--- config.mk ---
export PLATFORM = sky130hd
export DESIGN_NAME = imm_mac
export DESIGN_NICKNAME = d
export VERILOG_FILES = /design/src/imm_pkg.sv /design/src/imm_mac.sv
export SDC_FILE = /design/constraint.sdc
export NUM_CORES = 2
export LEC_CHECK = 0
export BUFFER_PORTS_ARGS = -buffer_cell sky130_fd_sc_hd__buf_4
export CORE_ASPECT_RATIO = 2
export CORE_MARGIN = 3
export CORE_UTILIZATION = 40
export CTS_BUF_LIST = sky130_fd_sc_hd__clkbuf_8
export CTS_CLUSTER_SIZE = 10
export DETAILED_ROUTE_END_ITERATION = 8
export GPL_TIMING_DRIVEN = 0
export PLACE_DENSITY_LB_ADDON = 0.2
export SETUP_SLACK_MARGIN = 0.1
export SLEW_MARGIN = 20
export SYNTH_ARGS = -nofsm -noshare
export SYNTH_HDL_FRONTEND = slang
export SYNTH_SLANG_ARGS = --single-unit
export TNS_END_PERCENT = 1
--- constraint.sdc ---
create_clock -name clk -period 3.2 [get_ports clk]
set_input_delay 0.64 -clock clk [delete_from_list [all_inputs] [get_ports clk]]
set_output_delay 0.64 -clock clk [all_outputs]
set_load 0.01 [all_outputs]
--- src/imm_pkg.sv ---
// Shared constants, codes and types for the integer matrix multiply block.
// Standalone package; used by imm_store, imm_mac and integer_matrix_multiply.
`default_nettype none

package imm_pkg;

	// Matrix geometry
	localparam int MAX_DIM  = 16;
	localparam int ELEM_W   = 32;
	localparam int ACC_W    = 64;
	localparam int PROD_W   = 2 * ELEM_W;
	localparam int DEPTH    = MAX_DIM * MAX_DIM;
	localparam int ADDR_W   = $clog2(DEPTH);
	localparam int DIM_W    = $clog2(MAX_DIM + 1);
	localparam int IDX_W    = (MAX_DIM > 1) ? $clog2(MAX_DIM) : 1;
	localparam int LIM_W    = 2 * DIM_W;

	// Port field widths
	localparam int OP_W      = 2;
	localparam int IN_DATA_W = 32;
	localparam int POS_W     = 4;
	localparam int OUT_W     = ACC_W + 2 * POS_W;
	localparam int CFG_W     = 5;
	localparam int CFG_IDX_W = 2;

	// Item opcodes
	localparam logic [OP_W-1:0] OP_LOAD_A = 2'd0;
	localparam logic [OP_W-1:0] OP_LOAD_B = 2'd1;
	localparam logic [OP_W-1:0] OP_EMIT   = 2'd2;

	// Register indexes
	localparam logic [CFG_IDX_W-1:0] CFG_ROWS_A    = 2'd0;
	localparam logic [CFG_IDX_W-1:0] CFG_INNER_DIM = 2'd1;
	localparam logic [CFG_IDX_W-1:0] CFG_COLS_B    = 2'd2;

	// Control that travels with each operand pair into the MAC
	typedef struct packed {
		logic vld;
		logic first;
		logic last;
	} mac_ctl_t;

	// Register value to working dimension: zero acts as one, large values clamp
	function automatic logic [DIM_W-1:0] eff_dim(input logic [CFG_W-1:0] v);
		logic [DIM_W-1:0] r;
		if (v == '0) begin
			r = DIM_W'(1);
		end else if (32'(v) > MAX_DIM) begin
			r = DIM_W'(MAX_DIM);
		end else begin
			r = DIM_W'(v);
		end
		return r;
	endfunction

endpackage

`default_nettype wire

--- src/imm_mac.sv ---
// Shared multiply-accumulate unit: registered signed multiply, then 64-bit add.
// Depends on imm_pkg for widths and the mac_ctl_t control struct.
`default_nettype none

module imm_mac import imm_pkg::*; (
	input  wire logic              clk,
	input  wire logic              arst_n,
	input  wire mac_ctl_t          ctl,
	input  wire logic [ELEM_W-1:0] a,
	input  wire logic [ELEM_W-1:0] b,
	output      logic [ACC_W-1:0]  acc,
	output      logic              done
);

	mac_ctl_t           ctl_s1;
	logic signed [PROD_W-1:0] prod_s1;
	logic [ACC_W-1:0]   acc_q;
	logic               done_q;

	// Stage 1: product, operands sign-extended to the full product width
	always_ff @(posedge clk) begin
		prod_s1 <= $signed(a) * $signed(b);
	end

	always_ff @(posedge clk or negedge arst_n) begin
		if (!arst_n) begin
			ctl_s1 <= '0;
			done_q <= 1'b0;
		end else begin
			ctl_s1 <= ctl;
			done_q <= ctl_s1.vld & ctl_s1.last;
		end
	end

	// Stage 2: accumulate, restart on the first term; wraps mod 2^64
	always_ff @(posedge clk) begin
		if (ctl_s1.vld) begin
			if (ctl_s1.first) begin
				acc_q <= ACC_W'(prod_s1);
			end else begin
				acc_q <= acc_q + ACC_W'(prod_s1);
			end
		end
	end

	assign acc  = acc_q;
	assign done = done_q;

endmodule

`default_nettype wire

======== Word level (Yosys, flattened, before mapping) ========
Cells that the tools add are included.
word-level totals
  flip-flop bits (word level) ............. 132
  input port bits ......................... 69
operators by class
  $add $sub $neg .......................... 1
  multiply operators ...................... 1
  mux-type cells .......................... 1
  bitwise logic cells ..................... 1
operator list
  operator                                        number
  64-bit adder                                    1
  32-bit by 32-bit multiplier with 64-bit output  1
  64-bit two-way mux                              1
  1-bit bitwise AND                               1

======== Depth between registers and ports, before layout ========
  depth after elaboration ................. 2
  depth in mapped cells ................... 30

======== Worst setup path before layout ========
No wires, ideal clock.
  path kind ............................... input -> register
  from .................................... input port b[2]
  to ...................................... register prod_s1[57]
  library setup time ...................... 127 ps
  arrival ................................. 7837 ps
  setup slack ............................. -4764 ps
  stages .................................. 24
  path buffers ............................ 2
  cell sequence ........................... clkbuf_1 -> nand2_1 -> inv_1 -> fa_1 -> fa_1 -> fa_1 -> fa_1 -> inv_1 -> fa_1 -> inv_1 -> fa_1 -> inv_1 -> fa_1 -> inv_1 -> fa_1 -> ha_1 -> clkbuf_1 -> a21o_1 -> a2111oi_0 -> and3b_1 -> nand3_1 -> a41oi_1 -> o21ai_0 -> xor2_1
between the ends
  longest elaborated chain between the ends .. 1
RTL lines
  what                                            line           RTL
  start: declaration                              imm_mac.sv:10  input wire logic [ELEM_W-1:0] b,
  32-bit by 32-bit multiplier with 64-bit output  imm_mac.sv:22  prod_s1 <= $signed(a) * $signed(b);
  end signal: assignment                          imm_mac.sv:22
  end: declaration                                imm_mac.sv:16  logic signed [PROD_W-1:0] prod_s1;
Every way passes these cells.
A chain may end at the register's enable or synchronous reset.

======== Worst setup path after layout ========
  from .................................... input port b[8]
  to ...................................... register prod_s1[42]
The elaborated chain is that of the path after synthesis.

==> qor.csv <==
metric,value,unit
outcome,finished with violations,
violations,setup timing,
cp_max_fo,7,
synth_top_area_frac,0.496,
final_common_cell,fa_1,
setup_viol,78,
cts.path.max_buffers,2,
root_buffer,clkbuf_8,
r2r_cells,14,
top_level_ports,134,
critPathMostFrequentCell,fa_1,
hp-class,primary input to register,
hold_start,ctl[0],
drv_slew,0,
critPathMaxStageDelay,0.56,ns
maxCapViolations,0,
start_util,0.405,
hold_violations,0,
regToRegStartpoint,acc[0],
synth_edf_count,64,
multi_input_area,0.0370,mm2
path_class,primary input to register,
crit_slowest_cell,fa_1,
antenna_found_initial,9,
routedWlPerCell,29.3,um
yosys_warnings,0,
yosysTopAreaCell,fa_1,
worstPathRequired,3.55,ns
synth_cell_type_count,76,
dp_hpwl,153000,um
grt_max_degree,40,
period_share,2.41,
skew,0.0202,ns
end_kind,register,
fin_ws,-4.50,ns
fp-row-count,170,
clk_latency,0.48,ns
synth_nets,6064,
numCtsBuffers,17,
drive_above_1_share,0.153,
wirelength,185000,um
n_fill_cell,10400,
synthArstFlopShare,0.0303,
final_util,0.467,
tightest_slew,0.842,ns
syn_area_per_cell,9.37,um2
final_cell_mix,"1000 x fa_1, 938 x inv_1, 605 x nand2_1",
grt_pass1_wl,262000,um
post-place-ws,-6.55,ns
grt_pass1_vias,38100,
htree_num_levels,4,
hold_end,ctl_s1[0],
die_h,473,um
rsz0062_at_grt,true,
cp_data_arrival_time,8.05,ns
drt_iter0_drc,2325,
fmaxAchievable,0.130,GHz
drc,0,
tritoncts,yes,
period_minus_slack,7.70,ns
viasPerCell,5.46,
cts_sinks,132,
die_x,240,um
design.core.area,0.108,mm2
synth_area,0.0437,mm2
ys_seq_area_frac,0.0756,
synthTopCellsByArea,"fa_1 50%, inv_1 8.4%, and2_1 7.5%",
dieArea,0.113,mm2
detail-route-antenna-nets,0,
grt-ovfl-total,0,
hold_depth,1,
reg2reg_to,acc[58],
area_delta_synth_final,15.3,%
portBuffers,133,
drt_first_pass_iters,9,
crit_path_start_kind,primary input,
synthFlopType,edfxtp_1,
vias,34400,
globalplace.congestion,1.04,
synth_cells,4665,
ys_ff_latch,132,
path_clk_slew,0.08,ns
ff_latch_area,0.00331,mm2
maxSlewHeadroom,0.439,
grt_usage,0.333,
reg2reg_slack,-0.35,ns
nets,6297,
## logic make-up after synthesis
| logic type | after synthesis | synth area share |
|---|---|---|
| fa+ha+maj | 1330 | 0.567 |
| compound gates | 466 | 0.0685 |
| mux | 5 | 0.00129 |
| simple gates | 1377 | 0.156 |
| buf+inv | 1226 | 0.105 |
| xor+xnor | 129 | 0.0259 |
| flops | 132 | 0.0756 |
## Yosys cell counts (all sizes together) (6+ instances only)
master,instances
nor4,6
and3,10
o31ai,12
nand4,29
edfxtp,64
nand2,610
ha,247
nor2b,12
dfxtp,64
o21a,15
clkbuf,239
nor2,92
a31oi,9
fa,1083
xnor2,82
a211oi,12
or2,6
nor3,21
o21ai,134
inv,981
or3,10
a221oi,7
a21oi,125
o211ai,15
nand2b,22
xor2,47
a21o,65
o21bai,23
nand3,22
and2,521
a211o,6
## state kept, by name, indices dropped and copies added, names as in the netlist
register and flops:
prod_s1 64, ctl_s1 3, done 1, acc 64
## routing by layer
metal | vias up | part of all wire | global-route usage
met5 | - | 0 | 0
met4 | 0 | 0.14 | 0.352
met3 | 671 | 0.047 | 0.0406
met2 | 1430 | 0.52 | 0.594
met1 | 17900 | 0.29 | 0.315
li1 | 14400 | - | -
## area by class of cell
| class | instances | share of cell area |
|---|---|---|
| flip-flops and latches | 132 | 0.0656 |
| repair buffers | 223 | 0.0373 |
| plain buffers | 235 | 0.0466 |
| inverters | 982 | 0.0742 |
| multi-input cells | 3307 | 0.734 |
| diodes | 12 | 0.000596 |
| clock inverters | 14 | 0.00283 |
| well taps | 1376 | 0.0342 |
| clock buffers | 18 | 0.00492 |
## worst max-delay path by stage
stage	from	endpoint	slack, ns	cells past startpoint
2_1_floorplan	a[31]	prod_s1[61]	-4.40	23
3_3_place_gp	b[31]	prod_s1[59]	-6.52	24
3_5_place_dp	b[8]	prod_s1[57]	-6.55	25
4_1_cts	b[7]	prod_s1[57]	-4.31	27
5_1_grt	b[8]	prod_s1[56]	-4.59	31
6_report	b[8]	prod_s1[42]	-4.50	30
## worst max-delay path: cells and delay by family
| family | cells | cell delay, ns |
|---|---|---|
| XOR/XNOR | 1 | 0.12 |
| adder cells (fa/ha/maj) | 9 | 4.23 |
| AO/OA/AOI/OAI | 8 | 1.56 |
| buffers and inverters | 9 | 0.94 |
| AND/OR/NAND/NOR | 3 | 0.55 |
## stage by stage
stage,hold slack (ns),setup TNS (ns),cell area [um2],instances
2_1_floorplan,0.344,-201.52,43800,4665
3_3_place_gp,0.429,-307.76,46500,6174
5_1_grt,0.251,-222.81,50400,6290
3_5_place_dp,0.438,-307.61,46500,6175
6_report,0.267,-209.38,50400,6299
4_1_cts,0.234,-201.78,50000,6279
## timing repair
item | 4_1_cts | 5_1_grt
resized for setup | 713 | 94
setup endpoints to repair | 97 | 93
endpoints found under the hold margin | 4 | 0
hold buffers | 1 | 0
pin swaps | 124 | 52
setup buffers | 77 | 9
gates cloned | 2 | 0
Power is not shown: default switching activity piles up to over one toggle a cycle in this logic, so the estimate is an artifact.
